--- src/rtl/core/phong_hit_shader_defines.svh ---
// Assertion macros shared by the phong hit shader RTL.
// Needs nothing; files that check their own logic include it.
`ifndef PHONG_HIT_SHADER_DEFINES_SVH
`define PHONG_HIT_SHADER_DEFINES_SVH

// Same-cycle implication, disabled while reset is asserted.
`define PHS_ASSERT(lbl, clk, rst_n, ante, cons) \
	lbl: assert property (@(posedge clk) disable iff (!rst_n) (ante) |-> (cons)) \
		else $error("phs assertion failed");

// Next-cycle implication, disabled while reset is asserted.
`define PHS_ASSERT_NEXT(lbl, clk, rst_n, ante, cons) \
	lbl: assert property (@(posedge clk) disable iff (!rst_n) (ante) |=> (cons)) \
		else $error("phs assertion failed");

`endif

--- src/rtl/core/phs_pkg.sv ---
// Shared types, constants and width helpers for the phong hit shader.
// Depends on nothing; used by every module of the block.
package phs_pkg;

	localparam int FRAC_BITS_DEF = 14;
	localparam int SPEC_EXP_DEF  = 4;
	localparam int QUEUE_DEPTH   = 2;
	localparam int CFG_IDX_W     = 3;
	localparam int CFG_DATA_W    = 16;
	localparam int COLOUR_W      = 24;

	typedef enum logic [CFG_IDX_W-1:0] {
		REG_VIEW_X      = 3'd0,
		REG_VIEW_Y      = 3'd1,
		REG_VIEW_Z      = 3'd2,
		REG_AMBIENT     = 3'd3,
		REG_DIFF_WEIGHT = 3'd4,
		REG_SPEC_WEIGHT = 3'd5
	} phs_reg_t;

	typedef struct packed {
		logic [15:0] view_x;
		logic [15:0] view_y;
		logic [15:0] view_z;
		logic [14:0] ambient;
		logic [14:0] diffuse;
		logic [14:0] specular;
	} phs_cfg_t;

	typedef struct packed {
		logic full;
		logic empty;
	} phs_qstat_t;

	localparam phs_cfg_t CFG_RESET = '{
		view_x:   16'h0000,
		view_y:   16'h0000,
		view_z:   16'hC000,
		ambient:  15'd1638,
		diffuse:  15'd8192,
		specular: 15'd8192
	};

	// Width of the rounded view.normal term: a 35 bit dot sum shifted right.
	function automatic int phs_d_width(input int frac);
		return 35 - frac;
	endfunction

	function automatic int phs_max(input int a, input int b);
		return (a > b) ? a : b;
	endfunction

endpackage

--- src/rtl/core/phs_front.sv ---
// Front half of the shader: takes a hit beat and forms the rounded view.normal term.
// Depends on phs_pkg; feeds phs_queue.
module phs_front #(
	parameter int FRAC_BITS = phs_pkg::FRAC_BITS_DEF
) (
	input  logic                                            clk,
	input  logic                                            arst_n,
	input  logic                                            start,
	output logic                                            busy,
	input  logic signed [15:0]                              normal_x,
	input  logic signed [15:0]                              normal_y,
	input  logic signed [15:0]                              normal_z,
	input  logic [phs_pkg::COLOUR_W-1:0]                    colour,
	input  phs_pkg::phs_cfg_t                               cfg,
	input  phs_pkg::phs_qstat_t                             qstat,
	output logic                                            push,
	output logic [phs_pkg::phs_d_width(FRAC_BITS)+phs_pkg::COLOUR_W-1:0] push_data
);
	import phs_pkg::*;

	localparam int DW = phs_d_width(FRAC_BITS);
	localparam logic signed [34:0] RND = 35'(1) <<< (FRAC_BITS - 1);

	logic signed [15:0] vx, vy, vz;
	logic signed [31:0] prod_x_s1, prod_y_s1, prod_z_s1;
	logic [COLOUR_W-1:0] colour_s1, colour_s2;
	logic               valid_s1, valid_s2;
	logic signed [DW-1:0] d_s2;
	logic signed [34:0] dot;
	logic adv_s1, adv_s2, accept;

	assign vx = cfg.view_x;
	assign vy = cfg.view_y;
	assign vz = cfg.view_z;

	// Stage 2 drains into the queue; stage 1 moves whenever stage 2 has room.
	assign adv_s2 = !valid_s2 || !qstat.full;
	assign adv_s1 = !valid_s1 || adv_s2;
	assign busy   = !adv_s1;
	assign accept = start && adv_s1;
	assign push   = valid_s2 && !qstat.full;

	assign dot = 35'(prod_x_s1) + 35'(prod_y_s1) + 35'(prod_z_s1) + RND;

	assign push_data = {d_s2, colour_s2};

	always_ff @(posedge clk or negedge arst_n) begin
		if (!arst_n) begin
			valid_s1 <= 1'b0;
			valid_s2 <= 1'b0;
		end else begin
			if (adv_s1) begin
				valid_s1 <= accept;
			end
			if (adv_s2) begin
				valid_s2 <= valid_s1;
			end
		end
	end

	always_ff @(posedge clk) begin
		if (accept) begin
			prod_x_s1 <= 32'(normal_x) * 32'(vx);
			prod_y_s1 <= 32'(normal_y) * 32'(vy);
			prod_z_s1 <= 32'(normal_z) * 32'(vz);
			colour_s1 <= colour;
		end
		if (adv_s2 && valid_s1) begin
			// round half up, then drop the fraction bits
			d_s2      <= dot[34:FRAC_BITS];
			colour_s2 <= colour_s1;
		end
	end

endmodule

--- config.mk ---
export PLATFORM = sky130hd
export DESIGN_NAME = phs_front
export DESIGN_NICKNAME = d
export VERILOG_FILES = /design/src/rtl/core/phong_hit_shader_defines.svh /design/src/rtl/core/phs_pkg.sv /design/src/rtl/core/phs_front.sv
export SDC_FILE = /design/constraint.sdc
export NUM_CORES = 2
export LEC_CHECK = 0
export BUFFER_PORTS_ARGS = -buffer_cell sky130_fd_sc_hd__clkbuf_2
export CELL_PAD_IN_SITES_DETAIL_PLACEMENT = 2
export CELL_PAD_IN_SITES_GLOBAL_PLACEMENT = 2
export CORE_MARGIN = 1
export CORE_UTILIZATION = 25
export CTS_CLUSTER_DIAMETER = 40
export DETAILED_ROUTE_END_ITERATION = 12
export PLACE_DENSITY = 0.62
export SLEW_MARGIN = 40
export SYNTH_ARGS = -nofsm -noshare
export SYNTH_HDL_FRONTEND = slang
export SYNTH_SLANG_ARGS = --single-unit
export TNS_END_PERCENT = 10
--- constraint.sdc ---
create_clock -name clk -period 5.58 [get_ports clk]
set_input_delay 0.558 -clock clk [delete_from_list [all_inputs] [get_ports clk]]
set_output_delay 0.558 -clock clk [all_outputs]
set_load 0.05 [all_outputs]
==> results_dict.tcl <==
set metrics [dict create \
    gr-usage-all-layers 0.153 \
    critical_path_arrival_ns 5.98 \
    top_usage_layer "met2" \
    skew_ns 0.0161 \
    cts_buffer_depth 2 \
    antennaDiodeCount 0 \
    grtUsageMet2 0.278 \
    cts-htree-levels 4 \
    slew_viol_final 0 \
    end_kind "flip-flop" \
    chipHeight_um 386 \
    syn_to_final_growth_pct 25.2 \
    numCtsBuffers 17 \
    fin_hold_ws_ns 0.245 \
    drt-vias-per-instance 4.34 \
    placed_area_um2 44100 \
    tightestPinTransition_ns 0.677 \
    cap_viol_max_count 0 \
    layout.nets 5602 \
    num_rows 140 \
    wl_mm 110 \
    nFillCells 16100 \
    max_slew_margin 0.537 \
    cts_num_sinks 167 \
    globalRouteMet1Util 0.195 \
    avgRoutedWirePerCell_um 17.6 \
    synth_area_per_cell_um2 10.0 \
    critical_path_class "in2reg" \
    io_buffers 170 \
    dieArea_um2 149000 \
    ys_types 60 \
    synthesis.nets 4968 \
    firstDrtPassIters 5 \
    drtAntennaViolNets 0 \
    yosysWarnings 0 \
    synth_top_flop_cell "edfxtp_1" \
    fmax_mhz 174 \
    synthArstFlopShare 0.0120 \
    grt_pass1_wl_mm 178 \
    design_area_um2 46200 \
    status "finished with violations" \
    cts_root_buf "clkbuf_16" \
    grt_max_degree 46 \
    use_met3 0.0141 \
    multi_input_area_um2 29100 \
    antenna_found_initial 4 \
    drive_above_1_share 0.222 \
    hpwl_mm 97.1 \
    violations "setup timing" \
    finalSetupViolCount 16 \
    grt_overflow 0 \
    gp_congestion 0.810 \
    tritoncts "yes" \
    regArea_um2 5000 \
    start_util 0.253 \
    ys_seq_elements 167 \
    period_needed_ns 5.75 \
    grt_setup_unrepaired "yes" \
    pin_count 217 \
    hp-class "in2reg" \
    finalSetupTns_ns -1.14 \
    dp_cells 6179 \
    seq_area_frac_synth 0.136 \
    required_ns 5.81 \
    fin_cells 6236 \
    timing.final.ws_setup_ns -0.172 \
    netlist_instances 3672 \
    syn-cell-area_um2 36900 \
    hold_viol_final 0 \
    die_w_um 386 \
    crit_fanout 8 \
    insertion_delay_ns 0.49 \
    drc_errors 0 \
    dr.first_iter.drc_count 669 \
    grt_pass1_vias 32700 \
    core_um2 146000 \
    synth_edf_count 165 \
    clk_pin_slew_worst_paths_ns 0.07 \
    routed-via-count 27000 \
    cp-start-kind "input pin" \
    finalCritPeriodShare 1.03 \
]
-- critical path: stages --
cell,delay (ns)
buf_6,0.11
buf_12,0.14
nand2_4,0.08
inv_2,0.05
fa_2,0.68
fa_1,0.49
fa_1,0.58
fa_2,0.44
fa_1,0.50
inv_1,0.06
fa_1,0.48
inv_1,0.07
ha_4,0.29
and4_4,0.24
and2_4,0.15
nand3_1,0.09
or2_4,0.27
a21oi_4,0.16
or2_4,0.17
o21ai_2,0.07
a211o_1,0.28
-- final cells by class --
cell class,instances,share of cell area
Clock buffer,17,0.00921
Clock inverter,15,0.00376
Inverter,886,0.0720
Multi-Input combinational cell,2513,0.631
Sequential cell,167,0.108
Tap cell,1917,0.0519
Timing Repair Buffer,721,0.124
-- cells in the mapped netlist, types with 3 or more instances --
master / n / share of area
o21bai_1: 11 / 0.0022
xor2_1: 30 / 0.0071
a31oi_1: 10 / 0.0017
and3_1: 17 / 0.0029
nand4_1: 13 / 0.0022
nor2_1: 73 / 0.0074
a2111o_1: 4 / 0.0012
o311ai_0: 7 / 0.0017
o21ai_0: 46 / 0.0062
xnor2_1: 84 / 0.020
a21o_1: 48 / 0.0098
nor2b_1: 9 / 0.0015
clkbuf_1: 104 / 0.011
or2_2: 6 / 0.0010
a21oi_1: 83 / 0.011
ha_1: 309 / 0.10
nor4_1: 3 / 0.00051
and2_1: 377 / 0.064
nand2b_1: 34 / 0.0058
o31ai_1: 4 / 0.00081
a211oi_1: 15 / 0.0031
o311a_1: 3 / 0.00081
nor3_1: 22 / 0.0030
o211ai_1: 8 / 0.0016
a2111oi_0: 6 / 0.0014
or4_1: 4 / 0.00081
edfxtp_1: 165 / 0.13
nand2_1: 383 / 0.039
inv_1: 886 / 0.090
or3_1: 5 / 0.00085
and4_1: 3 / 0.00071
fa_1: 817 / 0.44
a21boi_0: 4 / 0.00081
nand3_1: 25 / 0.0034
a211o_1: 5 / 0.0012
o31a_1: 3 / 0.00071
o21a_1: 15 / 0.0031
-- path summary, 6_finish.rpt --
| check | start | endpoint | slack (ns) | cells after the start |
|---|---|---|---|---|
| hold / removal | colour[5] | colour_s1[5] | 0.25 | 1 |
| setup reg to reg | prod_x_s1[15] | d_s2[19] | 1.26 | 11 |
| max in group asynchronous | arst_n | valid_s1 | 5.09 | 2 |
| hold reg to reg | colour_s1[1] | colour_s2[1] | 0.42 | 0 |
| min in group asynchronous | arst_n | valid_s2 | 0.40 | 2 |
| setup / recovery | cfg[46] | prod_z_s1[31] | -0.17 | 21 |
-- sequential cells by signal, indices dropped and copies added (netlist names) --
name	count
prod_y_s1	32
valid_s1	1
valid_s2	1
colour_s1	24
d_s2	21
prod_x_s1	32
prod_z_s1	32
colour_s2	24
-- routing by layer --
| metal | vias to the layer above | routed length, µm | part of all wire |
|---|---|---|---|
| met5 | - | 0 | 0 |
| met4 | 0 | 2030 | 0.019 |
| met3 | 82 | 2380 | 0.022 |
| met2 | 274 | 56700 | 0.52 |
| met1 | 14300 | 48500 | 0.44 |
| li1 | 12400 | - | - |
-- metrics by stage --
step | setup slack (ns) | util
finish | -0.172 | 0.316
global route | -0.371 | 0.316
CTS | -0.167 | 0.311
detailed placement | -1.13 | 0.302
global placement | -1.06 | 0.302
floorplan | -0.350 | -
-- logic make-up (layout without fill, tap and decap cells) --
group | after synthesis | count (layout) | synth area share
compound gates | 293 | 293 | 0.0538
xor+xnor | 114 | 114 | 0.0271
fa+ha+maj | 1126 | 1126 | 0.548
buf+inv | 992 | 1639 | 0.101
flops | 167 | 167 | 0.136
simple gates | 980 | 980 | 0.134
-- timing repair --
item | in CTS | in global routing
endpoints found under the hold margin | 2 | 0
pin swaps | 55 | 98
cloned | 0 | 3
resized for setup | 152 | 225
setup endpoints to repair | 40 | 44
setup buffers | 7 | 15
hold buffers | 1 | 0
-- placed cells by master (no fill, tap or decap), types with 23 or more instances in the layout --
master	synthesis	final
nand3_1	25	23
fa_1	817	782
nand2b_1	34	33
buf_4	1	513
inv_1	886	864
ha_4	0	23
ha_1	309	281
and2_1	377	352
buf_6	0	38
edfxtp_1	165	165
o21ai_0	46	29
xor2_1	30	30
clkbuf_2	0	103
xnor2_1	84	82
fa_2	0	35
and2_4	0	25
a21oi_1	83	64
nor2_1	73	69
nand2_1	383	374
a21o_1	48	48
Power is left out: the tool's default activity adds up to more than one toggle a clock period on the data nets, which glitch-free logic cannot reach.
