## src/rtl/core/phong_hit_shader_defines.svh

```systemverilog
// Assertion macros shared by the phong hit shader RTL.
// Needs nothing; files that check their own logic include it.
`ifndef PHONG_HIT_SHADER_DEFINES_SVH
`define PHONG_HIT_SHADER_DEFINES_SVH

// Same-cycle implication, disabled while reset is asserted.
`define PHS_ASSERT(lbl, clk, rst_n, ante, cons) \
	lbl: assert property (@(posedge clk) disable iff (!rst_n) (ante) |-> (cons)) \
		else $error("phs assertion failed");

// Next-cycle implication, disabled while reset is asserted.
`define PHS_ASSERT_NEXT(lbl, clk, rst_n, ante, cons) \
	lbl: assert property (@(posedge clk) disable iff (!rst_n) (ante) |=> (cons)) \
		else $error("phs assertion failed");

`endif

```

## src/rtl/core/phs_pkg.sv

```systemverilog
// Shared types, constants and width helpers for the phong hit shader.
// Depends on nothing; used by every module of the block.
package phs_pkg;

	localparam int FRAC_BITS_DEF = 14;
	localparam int SPEC_EXP_DEF  = 4;
	localparam int QUEUE_DEPTH   = 2;
	localparam int CFG_IDX_W     = 3;
	localparam int CFG_DATA_W    = 16;
	localparam int COLOUR_W      = 24;

	typedef enum logic [CFG_IDX_W-1:0] {
		REG_VIEW_X      = 3'd0,
		REG_VIEW_Y      = 3'd1,
		REG_VIEW_Z      = 3'd2,
		REG_AMBIENT     = 3'd3,
		REG_DIFF_WEIGHT = 3'd4,
		REG_SPEC_WEIGHT = 3'd5
	} phs_reg_t;

	typedef struct packed {
		logic [15:0] view_x;
		logic [15:0] view_y;
		logic [15:0] view_z;
		logic [14:0] ambient;
		logic [14:0] diffuse;
		logic [14:0] specular;
	} phs_cfg_t;

	typedef struct packed {
		logic full;
		logic empty;
	} phs_qstat_t;

	localparam phs_cfg_t CFG_RESET = '{
		view_x:   16'h0000,
		view_y:   16'h0000,
		view_z:   16'hC000,
		ambient:  15'd1638,
		diffuse:  15'd8192,
		specular: 15'd8192
	};

	// Width of the rounded view.normal term: a 35 bit dot sum shifted right.
	function automatic int phs_d_width(input int frac);
		return 35 - frac;
	endfunction

	function automatic int phs_max(input int a, input int b);
		return (a > b) ? a : b;
	endfunction

endpackage

```

## src/rtl/core/phs_queue.sv

```systemverilog
// Small register queue between the front and back halves of the shader.
// Depends on phs_pkg and phong_hit_shader_defines.svh.
`include "phong_hit_shader_defines.svh"

module phs_queue #(
	parameter int WIDTH = 45,
	parameter int DEPTH = phs_pkg::QUEUE_DEPTH
) (
	input  logic                   clk,
	input  logic                   arst_n,
	input  logic                   push,
	input  logic [WIDTH-1:0]       push_data,
	input  logic                   pop,
	output logic [WIDTH-1:0]       pop_data,
	output phs_pkg::phs_qstat_t    stat
);
	import phs_pkg::*;

	localparam int AW = $clog2(DEPTH);
	localparam int NW = $clog2(DEPTH + 1);

	logic [WIDTH-1:0] mem [DEPTH];
	logic [AW-1:0]    wr_ptr_q;
	logic [AW-1:0]    rd_ptr_q;
	logic [NW-1:0]    cnt_q;

	assign stat.full  = (cnt_q == NW'(DEPTH));
	assign stat.empty = (cnt_q == '0);
	assign pop_data   = mem[rd_ptr_q];

	always_ff @(posedge clk) begin
		if (push) begin
			mem[wr_ptr_q] <= push_data;
		end
	end

	always_ff @(posedge clk or negedge arst_n) begin
		if (!arst_n) begin
			wr_ptr_q <= '0;
			rd_ptr_q <= '0;
			cnt_q    <= '0;
		end else begin
			if (push) begin
				wr_ptr_q <= (wr_ptr_q == AW'(DEPTH - 1)) ? '0 : wr_ptr_q + AW'(1);
			end
			if (pop) begin
				rd_ptr_q <= (rd_ptr_q == AW'(DEPTH - 1)) ? '0 : rd_ptr_q + AW'(1);
			end
			if (push && !pop) begin
				cnt_q <= cnt_q + NW'(1);
			end else if (pop && !push) begin
				cnt_q <= cnt_q - NW'(1);
			end
		end
	end

	`PHS_ASSERT(a_no_overflow, clk, arst_n, push, !stat.full)
	`PHS_ASSERT(a_no_underflow, clk, arst_n, pop, !stat.empty)
	`PHS_ASSERT(a_count_bound, clk, arst_n, 1'b1, cnt_q <= NW'(DEPTH))
	`PHS_ASSERT_NEXT(a_count_up, clk, arst_n, push && !pop, cnt_q == $past(cnt_q) + NW'(1))

endmodule

```

## config.mk

```make
export PLATFORM = sky130hd
export DESIGN_NAME = phs_queue
export DESIGN_NICKNAME = d
export VERILOG_FILES = /design/src/rtl/core/phs_pkg.sv /design/src/rtl/core/phs_queue.sv
export VERILOG_INCLUDE_DIRS = /design/src /design/src/rtl/core
export SDC_FILE = /design/constraint.sdc
export NUM_CORES = 1
export LEC_CHECK = 0
export BUFFER_PORTS_ARGS = -buffer_cell sky130_fd_sc_hd__buf_2
export CAP_MARGIN = 40
export CORE_ASPECT_RATIO = 0.8
export CORE_UTILIZATION = 50
export CTS_CLUSTER_SIZE = 10
export DETAILED_ROUTE_END_ITERATION = 7
export GPL_TIMING_DRIVEN = 0
export PLACE_DENSITY = 0.77
export REMOVE_ABC_BUFFERS = 1
export SYNTH_ARGS = -nofsm -noshare
export SYNTH_HDL_FRONTEND = slang
export SYNTH_SLANG_ARGS = --single-unit
```

## constraint.sdc

```tcl
create_clock -name clk -period 4.99 [get_ports clk]
set_input_delay 0.998 -clock clk [delete_from_list [all_inputs] [get_ports clk]]
set_output_delay 0.998 -clock clk [all_outputs]
set_load 0.005 [all_outputs]
```

==> results.py, run 1 <==
metrics = {
    "run_status": {
        "run_status": "complete, no violations",
    },
    "pwr": {
        "leakagePower_nw": 1.79,
        "vdd_drop_max_v": 0.000385,
        "p_per_area_nw_per_um2": 534,
    },
    "finish": {
        "seq_area_um2": 2800,
        "n_fill_cell": 487,
        "syn2layout_area_growth_pct": 21.3,
        "layout-drive-gt1-share_pct": 60.0,
        "multi_input_area_um2": 744,
        "final_cells": 352,
        "diodes": 0,
        "nets": 310,
    },
    "floorplanning": {
        "top_level_ports": 96,
        "die_w_um": 97.3,
        "num_rows": 27,
        "initial_core_util_pct": 52.2,
        "coreArea_um2": 6960,
        "dieArea_um2": 7610,
        "die_h_um": 78.2,
    },
    "clock_network": {
        "clk_path_buf_depth": 2,
        "clock_tree.root_cell": "clkbuf_8",
        "cts_resized": 0,
        "cts_tree": "yes",
        "ctsHoldBuffers": 0,
        "cts_inserted_buffers": 9,
        "cts_sinks": 94,
        "h-tree-depth": 3,
        "clk_latency_ns": 0.35,
        "path_clk_slew_ns": 0.08,
        "cts_setup_buffers": 0,
    },
    "sta": {
        "finalCriticalPeriod_ns": 2.95,
        "grt_setup_unrepaired": "no",
        "setup_tns_ns": 0,
        "finalCritPeriodShare_pct": 59.2,
        "hold_viol_final": 0,
        "max_slew.worst_pin.slew_ns": 0.682,
        "slew_viol_final": 0,
        "clock_skew_ns": 0.00940,
        "setup_viol_count_final": 0,
        "slew_headroom_pct": 54.4,
        "max_freq_mhz": 339,
    },
    "routing": {
        "drt-total-wl_mm": 5.60,
        "drc": 0,
        "wl_per_cell_um": 15.9,
        "first_iter_violations": 59,
        "dr_total_vias": 1735,
        "viasPerCell": 4.93,
        "antenna_left": 0,
        "first_pass_iters": 4,
    },
    "critical_path": {
        "required_ns": 3.99,
        "path_buf_inv": 2,
        "cpPeakStageDelay_ns": 0.78,
        "crit_path_top_delay_cell": "dfrtp_2",
        "criticalPathCategory": "reg -> out",
        "crit_start": "rd_ptr_q$_DFFE_PN0P_",
        "crit_chain": "buf_12 > mux2_2 > buf_2",
        "path_max_fanout": 27,
        "worstReg2RegStart": "wr_ptr_q$_DFFE_PN0P_",
        "start_kind": "flop",
        "end_kind": "output port",
        "cp.depth": 3,
        "path_delay_family": "flip-flops",
        "r2r_cells": 2,
        "cp.arrival_ns": 1.95,
    },
    "synthesis": {
        "ys_seq_area_share_pct": 77.1,
        "syn_area_um2": 3630,
        "synth_common_cells": "edfxtp_1 (90), mux2_4 (39), mux2_2 (6)",
        "synth_cells": 156,
        "syn_avg_cell_area_um2": 23.3,
        "synthTopCellsByArea": "edfxtp_1 (74%), mux2_4 (16%), dfrtp_1 (2.8%)",
        "synth-seq-cells": 94,
        "synthFlopType": "edfxtp_1",
        "yosysMostFrequentCell": "edfxtp_1",
        "yosysTopAreaCellShare_pct": 74.4,
        "synth_enable_flop_cells": 90,
        "ys_warn_count": 0,
        "synth_cell_type_count": 13,
        "synthArstFlopShare_pct": 4.26,
        "synth_top_cell_by_area": "edfxtp_1",
    },
    "grt": {
        "grt_max_degree": 28,
        "grt_use_total_pct": 15.4,
        "grt_pass1_vias": 1771,
        "antenna_found_initial": 0,
        "overflow": 0,
        "grt_pass1_wl_mm": 8.76,
    },
    "placed_design": {
        "port_buffers": 95,
        "hpwl_mm": 3.78,
        "dp_cells": 336,
        "routabilityCongestion": 0.627,
    },
    "min_path": {
        "hp-class": "in -> async",
    },
    "flow_run": {
        "cap_violations": 0,
    },
}
cell usage in the layout, fill, tap and decap left out, drive strengths merged:
cell / synthesis / final
ha: 1 / 1
inv: 1 / 1
dfrtp: 4 / 4
xor2: 4 / 4
mux2: 45 / 45
nor2b: 2 / 2
xnor2: 1 / 1
bufinv: 0 / 2
buf: 5 / 98
clkbuf: 0 / 9
clkinv: 0 / 5
and2: 1 / 1
nor2: 2 / 2
edfxtp: 90 / 90
metrics by stage:
stage | setup WS [ns] | hold slack, ns | util (%) | total power, W | area, µm²
floorplan | 1.54 | 0.455 | - | 0.00160 | 3540
global placement | 0.286 | 0.469 | 59.3 | 0.00186 | 4130
detailed placement | 2.40 | 0.480 | 60.3 | 0.00186 | 4200
CTS | 2.01 | 0.425 | 63.4 | 0.00239 | 4410
global route | 1.95 | 0.421 | 63.4 | 0.00247 | 4410
finish | 2.04 | 0.445 | 63.4 | 0.00235 | 4410
where the power goes:
group | total [W] | internal [W] | switching (W)
combinational | 0.000693 | 0.000413 | 0.000280
clock | 0.000523 | 0.000279 | 0.000244
sequential | 0.00114 | 0.00105 | 0.0000904
kinds of logic (layout without fill, tap and decap cells):
group,count (synthesis),after routing,share of synthesized area (%)
XOR/XNOR,5,5,1.21
adder cells (fa/ha/maj),1,1,0.344
buffers and inverters,6,115,2.62
flip-flops,94,94,77.1
multiplexers,45,45,18.0
AND/OR/NAND/NOR,5,5,0.723
sequential cells by signal, summed over array words and instances (netlist names):
name / flops
cnt_q: 2
mem: 90
rd_ptr_q: 1
wr_ptr_q: 1
layout make-up:
type,instances,area share (%)
Clock inverter,7,2.01
Sequential cell,94,63.6
Inverter,1,0.0851
Clock buffer,9,2.81
Timing Repair Buffer,98,12.1
Multi-Input combinational cell,56,16.9
Tap cell,87,2.47
final timing paths:
kind                                         to  slack, ns
min                        cnt_q[1]$_DFFE_PN0P_       0.44
min reg2reg                cnt_q[1]$_DFFE_PN0P_       0.49
max in group asynchronous  rd_ptr_q$_DFFE_PN0P_       4.41
max                                pop_data[44]       2.04
min in group clk           cnt_q[1]$_DFFE_PN0P_       0.49
max reg2reg                mem[0][32]$_DFFE_PP_       3.41
layer usage:
layer  vias to the layer above  share of wire, %  global-route usage [%]
met5                         -                 0                       0
met4                         0              0.48                    3.09
met3                         5               7.9                    7.84
met2                        74                47                    24.0
met1                       842                44                    19.5
li1                        814                 -                       -
No activity file was read; power rests on OpenSTA's default activity.
==> inputs of run 2 (changes only) <==
Settings changed: ABC_AREA set to 1.
Clock period 4.99 ns to 2.75 ns, I/O delays scaled along.
==> run 2 against run 1 <==
Compared with the run above:
- setup slack lost 1.9 ns
- clock power up 95%
- via count is 3.8% higher
- largest power group unchanged
==> results.py, run 2 <==
metrics = {
    "clock_network": {
        "clk_path_buf_depth": 2,
        "cts_setup_buffers": 0,
        "clock_tree.root_cell": "clkbuf_8",
        "ctsHoldBuffers": 1,
        "h-tree-depth": 3,
        "cts_resized": 0,
        "cts_sinks": 94,
        "cts_inserted_buffers": 9,
        "clk_latency_ns": 0.34,
        "cts_tree": "yes",
        "path_clk_slew_ns": 0.08,
    },
    "sta": {
        "setup_tns_ns": 0,
        "grt_setup_unrepaired": "no",
        "finalCriticalPeriod_ns": 2.57,
        "slew_headroom_pct": 47.9,
        "hold_viol_final": 0,
        "finalCritPeriodShare_pct": 93.3,
        "setup_viol_count_final": 0,
        "max_freq_mhz": 390,
        "max_slew.worst_pin.slew_ns": 0.782,
        "clock_skew_ns": 0.00474,
        "slew_viol_final": 0,
    },
    "routing": {
        "viasPerCell": 5.00,
        "wl_per_cell_um": 15.9,
        "first_iter_violations": 70,
        "drc": 0,
        "drt-total-wl_mm": 5.73,
        "first_pass_iters": 4,
        "antenna_left": 0,
        "dr_total_vias": 1801,
    },
    "finish": {
        "reg_top3": "mem (90), cnt_q (2)",
        "diodes": 0,
        "top_register": "mem",
        "layout.cells.most_common_list": "buf_2 (95), edfxtp_1 (90), mux2_4 (39), clkbuf_8 (9)",
        "nets": 320,
        "largest_reg_flops": 90,
        "final_cells": 360,
        "layout-drive-gt1-share_pct": 58.6,
        "seq_area_um2": 2800,
        "syn2layout_area_growth_pct": 21.8,
        "multi_input_area_um2": 741,
        "layout_commonest_cell": "buf_2",
        "n_fill_cell": 503,
    },
    "critical_path": {
        "cp.arrival_ns": 2.02,
        "r2r_slack_ns": 1.17,
        "start_kind": "flop",
        "path_max_fanout": 24,
        "r2r_cells": 2,
        "crit_path_top_delay_cell": "dfrtp_2",
        "criticalPathCategory": "reg -> out",
        "crit_chain": "buf_12 > mux2_2 > buf_2",
        "r2r-end": "mem[0][13]$_DFFE_PP_",
        "end_kind": "output port",
        "cpPeakStageDelay_ns": 0.89,
        "worstReg2RegStart": "wr_ptr_q$_DFFE_PN0P_",
        "required_ns": 2.20,
    },
    "synthesis": {
        "yosysMostFrequentCell": "edfxtp_1",
        "synthArstFlopShare_pct": 4.26,
        "synth_top_cell_by_area": "edfxtp_1",
        "ys_seq_area_share_pct": 76.7,
        "synth_cells": 165,
        "synthFlopType": "edfxtp_1",
        "synth_cell_type_count": 14,
        "syn_avg_cell_area_um2": 22.1,
        "syn_area_um2": 3650,
        "synth_enable_flop_cells": 90,
        "yosysTopAreaCellShare_pct": 74.0,
        "synthTopCellsByArea": "edfxtp_1 (74%), mux2_4 (16%), dfrtp_1 (2.7%)",
        "synth_common_cells": "edfxtp_1 (90), mux2_4 (39), inv_1 (7), mux2_2 (6), nand2_1 (5)",
        "synth-seq-cells": 94,
        "ys_warn_count": 0,
    },
    "run_status": {
        "run_status": "complete, no violations",
    },
    "placed_design": {
        "dp_cells": 345,
        "port_buffers": 95,
        "routabilityCongestion": 0.612,
        "hpwl_mm": 3.86,
    },
    "grt": {
        "grt_max_degree": 26,
        "grt_pass1_wl_mm": 9.05,
        "grt_use_total_pct": 15.9,
        "overflow": 0,
        "antenna_found_initial": 0,
        "grt_pass1_vias": 1790,
    },
    "pwr": {
        "vdd_drop_max_v": 0.000655,
        "leakagePower_nw": 1.83,
        "p_per_area_nw_per_um2": 979,
    },
    "min_path": {
        "hp-class": "in -> reg",
        "hold_path_end": "mem[0][40]$_DFFE_PP_",
        "hold_start": "push_data[40]",
        "min_delay_path_depth": 1,
    },
    "floorplanning": {
        "dieArea_um2": 7650,
        "die_w_um": 97.6,
        "num_rows": 27,
        "die_h_um": 78.5,
        "top_level_ports": 96,
        "initial_core_util_pct": 52.5,
        "coreArea_um2": 6960,
    },
    "flow_run": {
        "cap_violations": 0,
    },
}
==> run 2: worst max-delay path by stage <==
stage	startpoint	endpoint	depth (start not counted)
global placement	push	mem[0][44]$_DFFE_PP_	3
floorplan	push	mem[0][0]$_DFFE_PP_	2
detailed placement	rd_ptr_q$_DFFE_PN0P_	pop_data[25]	3
CTS	rd_ptr_q$_DFFE_PN0P_	pop_data[25]	3
finish	rd_ptr_q$_DFFE_PN0P_	pop_data[25]	3
global route	rd_ptr_q$_DFFE_PN0P_	pop_data[30]	3
==> run 2: final cells by class <==
type,instances,share of cell area [%]
Timing Repair Buffer,99,12.3
Clock buffer,9,2.78
Sequential cell,94,63.0
Clock inverter,5,2.25
Tap cell,87,2.45
Multi-Input combinational cell,59,16.6
Inverter,7,0.591
==> run 2: power by group <==
group,total (W),switching (W),internal [W]
Clock,0.00102,0.000431,0.000591
Sequential,0.00208,0.000181,0.00190
Combinational,0.00125,0.000504,0.000750
Total,0.00436,0.00112,0.00324
==> run 2: logic make-up (layout without fill, tap and decap cells) <==
logic type / after synthesis / after routing / synth area share, %
mux: 45 / 45 / 17.9
simple gates: 10 / 10 / 1.13
fa+ha+maj: 1 / 1 / 0.342
buf+inv: 12 / 120 / 3.22
flops: 94 / 94 / 76.7
xor+xnor: 3 / 3 / 0.719
==> run 2: worst max-delay path, delay by kind of cell, from the launching register on <==
| family | cells | cell delay, ns |
|---|---|---|
| muxes | 1 | 0.35 |
| buffers and inverters | 2 | 0.41 |
| DFF | 1 | 0.89 |
==> run 2: stage by stage <==
stage	power, W	hold slack (ns)	utilization [%]	instance area [µm²]	setup WS, ns
finish	0.00436	0.387	63.9	4450	0.184
detailed placement	0.00339	0.361	60.6	4220	0.540
CTS	0.00442	0.366	63.9	4450	0.143
floorplan	0.00290	0.254	-	3560	-0.180
global placement	0.00337	0.363	59.6	4150	-1.37
global route	0.00458	0.357	63.9	4450	0.0718
==> run 2: routing by layer <==
metal / track usage [%] / vias up / share of wire (%)
met2: 25.2 / 78 / 48
met3: 6.32 / 8 / 7.5
met1: 20.2 / 874 / 43
met4: 4.85 / 0 / 1.1
li1: - / 841 / -
met5: 0 / - / 0
==> inputs of run 3 (changes only) <==
Settings changed: CORE_MARGIN set to 4.
==> run 3 against run 2 <==
Compared with the run above:
- critical path depth is the same
- register-to-register slack about the same
- sequential share of layout area up 0.089 points
- combinational power about the same
- largest power group unchanged
- clock skew is essentially flat
- sequential power hardly changed
==> results.py, run 3 (synthesized netlist as in run 2, its figures left out) <==
metrics = {
    "floorplanning": {
        "die_h_um": 84.5,
        "top_level_ports": 96,
        "coreArea_um2": 6990,
        "initial_core_util_pct": 52.2,
        "dieArea_um2": 8750,
        "num_rows": 27,
        "die_w_um": 104,
    },
    "grt": {
        "overflow": 0,
        "use_met2_pct": 23.2,
        "grt_max_degree": 25,
        "antenna_found_initial": 0,
        "use_met3_pct": 9.15,
        "grt_use_total_pct": 14.3,
        "busiest_layer": "met2",
        "grt_pass1_vias": 1970,
        "use_met1_pct": 16.3,
        "grt_pass1_wl_mm": 9.56,
    },
    "critical_path": {
        "end_kind": "output port",
        "required_ns": 2.20,
        "cp.arrival_ns": 2.02,
        "crit_start": "rd_ptr_q$_DFFE_PN0P_",
        "criticalPathCategory": "reg -> out",
        "path_max_fanout": 24,
        "start_kind": "flop",
        "worstReg2RegStart": "wr_ptr_q$_DFFE_PN0P_",
    },
    "clock_network": {
        "h-tree-depth": 3,
        "clk_latency_ns": 0.35,
        "clk_path_buf_depth": 2,
        "cts_inserted_buffers": 9,
        "cts_tree": "yes",
        "clock_tree.root_cell": "clkbuf_8",
        "path_clk_slew_ns": 0.09,
        "cts_setup_buffers": 0,
        "cts_sinks": 94,
    },
    "finish": {
        "largest_reg_flops": 90,
        "diodes": 0,
        "fin_util_pct": 63.5,
        "syn2layout_area_growth_pct": 21.6,
        "nets": 320,
        "layout.cells.most_common_list": "buf_2 (95), edfxtp_1 (90), mux2_4 (39), clkbuf_8 (9)",
        "layout-drive-gt1-share_pct": 58.9,
        "layout_commonest_cell": "buf_2",
        "finalInstanceArea_um2": 4440,
        "top_register": "mem",
        "reg_top3": "mem (90), cnt_q (2)",
    },
    "routing": {
        "dr_total_vias": 1775,
        "drt-total-wl_mm": 5.97,
        "drc": 0,
        "first_pass_iters": 4,
        "viasPerCell": 4.90,
        "wl_per_cell_um": 16.5,
        "antenna_left": 0,
        "first_iter_violations": 57,
    },
    "pwr": {
        "leakagePower_nw": 1.83,
        "vdd_drop_max_v": 0.000812,
        "p_per_area_nw_per_um2": 964,
        "finalPower_w": 0.00428,
    },
    "placed_design": {
        "routabilityCongestion": 0.704,
        "dpl_cell_area_um2": 4230,
        "hpwl_mm": 4.16,
        "port_buffers": 95,
        "pre_cts_ws_ns": 0.531,
    },
    "sta": {
        "setup_slack_ns": 0.176,
        "whs_ns": 0.375,
        "clock_skew_ns": 0.00473,
        "max_slew.worst_pin.slew_ns": 0.759,
        "grt_setup_unrepaired": "no",
        "finalCriticalPeriod_ns": 2.57,
        "hold_viol_final": 0,
        "max_freq_mhz": 388,
        "finalCritPeriodShare_pct": 93.6,
        "slew_viol_final": 0,
        "setup_viol_count_final": 0,
        "slew_headroom_pct": 49.4,
    },
    "min_path": {
        "hold_start": "pop",
        "hp-class": "in -> reg",
    },
    "run_status": {
        "run_status": "complete, no violations",
    },
    "flow_run": {
        "cap_violations": 0,
    },
}
[run 3: cell count changes in the layout (fill, tap and decap cells not counted)]
cell,change
buf_16,+2
inv_6,+4
clkinv_4,+1
bufinv_16,-2
clkinv_2,-1
buf_12,-2
[run 3: final cells by class]
class | instances | area (µm²)
Sequential cell | 94 | 2800
Tap cell | 87 | 109
Fill cell | 513 | 2550
Clock buffer | 9 | 124
Timing Repair Buffer | 99 | 561
Multi-Input combinational cell | 59 | 741
Inverter | 7 | 26.3
Clock inverter | 7 | 78.8
[run 3: what timing repair did]
item,4_1_cts,5_1_grt
gates resized for setup,0,0
hold endpoints to repair,4,0
hold buffers,1,0
[run 3: metrics by stage]
stage | setup TNS [ns] | std cells
4_1_cts | 0 | 362
6_report | 0 | 362
2_1_floorplan | -8.10 | 160
5_1_grt | 0 | 362
3_3_place_gp | -83.94 | 342
3_5_place_dp | 0 | 345
[run 3: final timing paths]
| check | end | slack, ns | depth (start not counted) |
|---|---|---|---|
| worst min-delay path | rd_ptr_q$_DFFE_PN0P_ | 0.37 | 2 |
| min in group asynchronous | wr_ptr_q$_DFFE_PN0P_ | 0.55 | 2 |
| worst max register to register | mem[0][9]$_DFFE_PP_ | 1.16 | 2 |
| worst min register to register | cnt_q[1]$_DFFE_PN0P_ | 0.52 | 2 |
| max in group asynchronous | rd_ptr_q$_DFFE_PN0P_ | 2.07 | 2 |
| worst max-delay path | pop_data[29] | 0.18 | 3 |
[run 3: report_power, final]
part | switching, W | leakage (nW) | internal [W] | total (W)
sequential | 0.000177 | 0.891 | 0.00190 | 0.00208
clock | 0.000491 | 0.105 | 0.000433 | 0.000924
combinational | 0.000517 | 0.833 | 0.000763 | 0.00128
total | 0.00118 | 1.83 | 0.00310 | 0.00428
[run 3: metal layers]
metal | vias to the layer above | part of all wire [%]
met5 | - | 0
met4 | 0 | 0.60
met3 | 4 | 12
met2 | 78 | 46
met1 | 848 | 41
li1 | 845 | -
[run 3: critical path: stages (launching register included)]
cell	delay (ns)
dfrtp_2	0.87
buf_12	0.29
mux2_2	0.36
buf_2	0.13
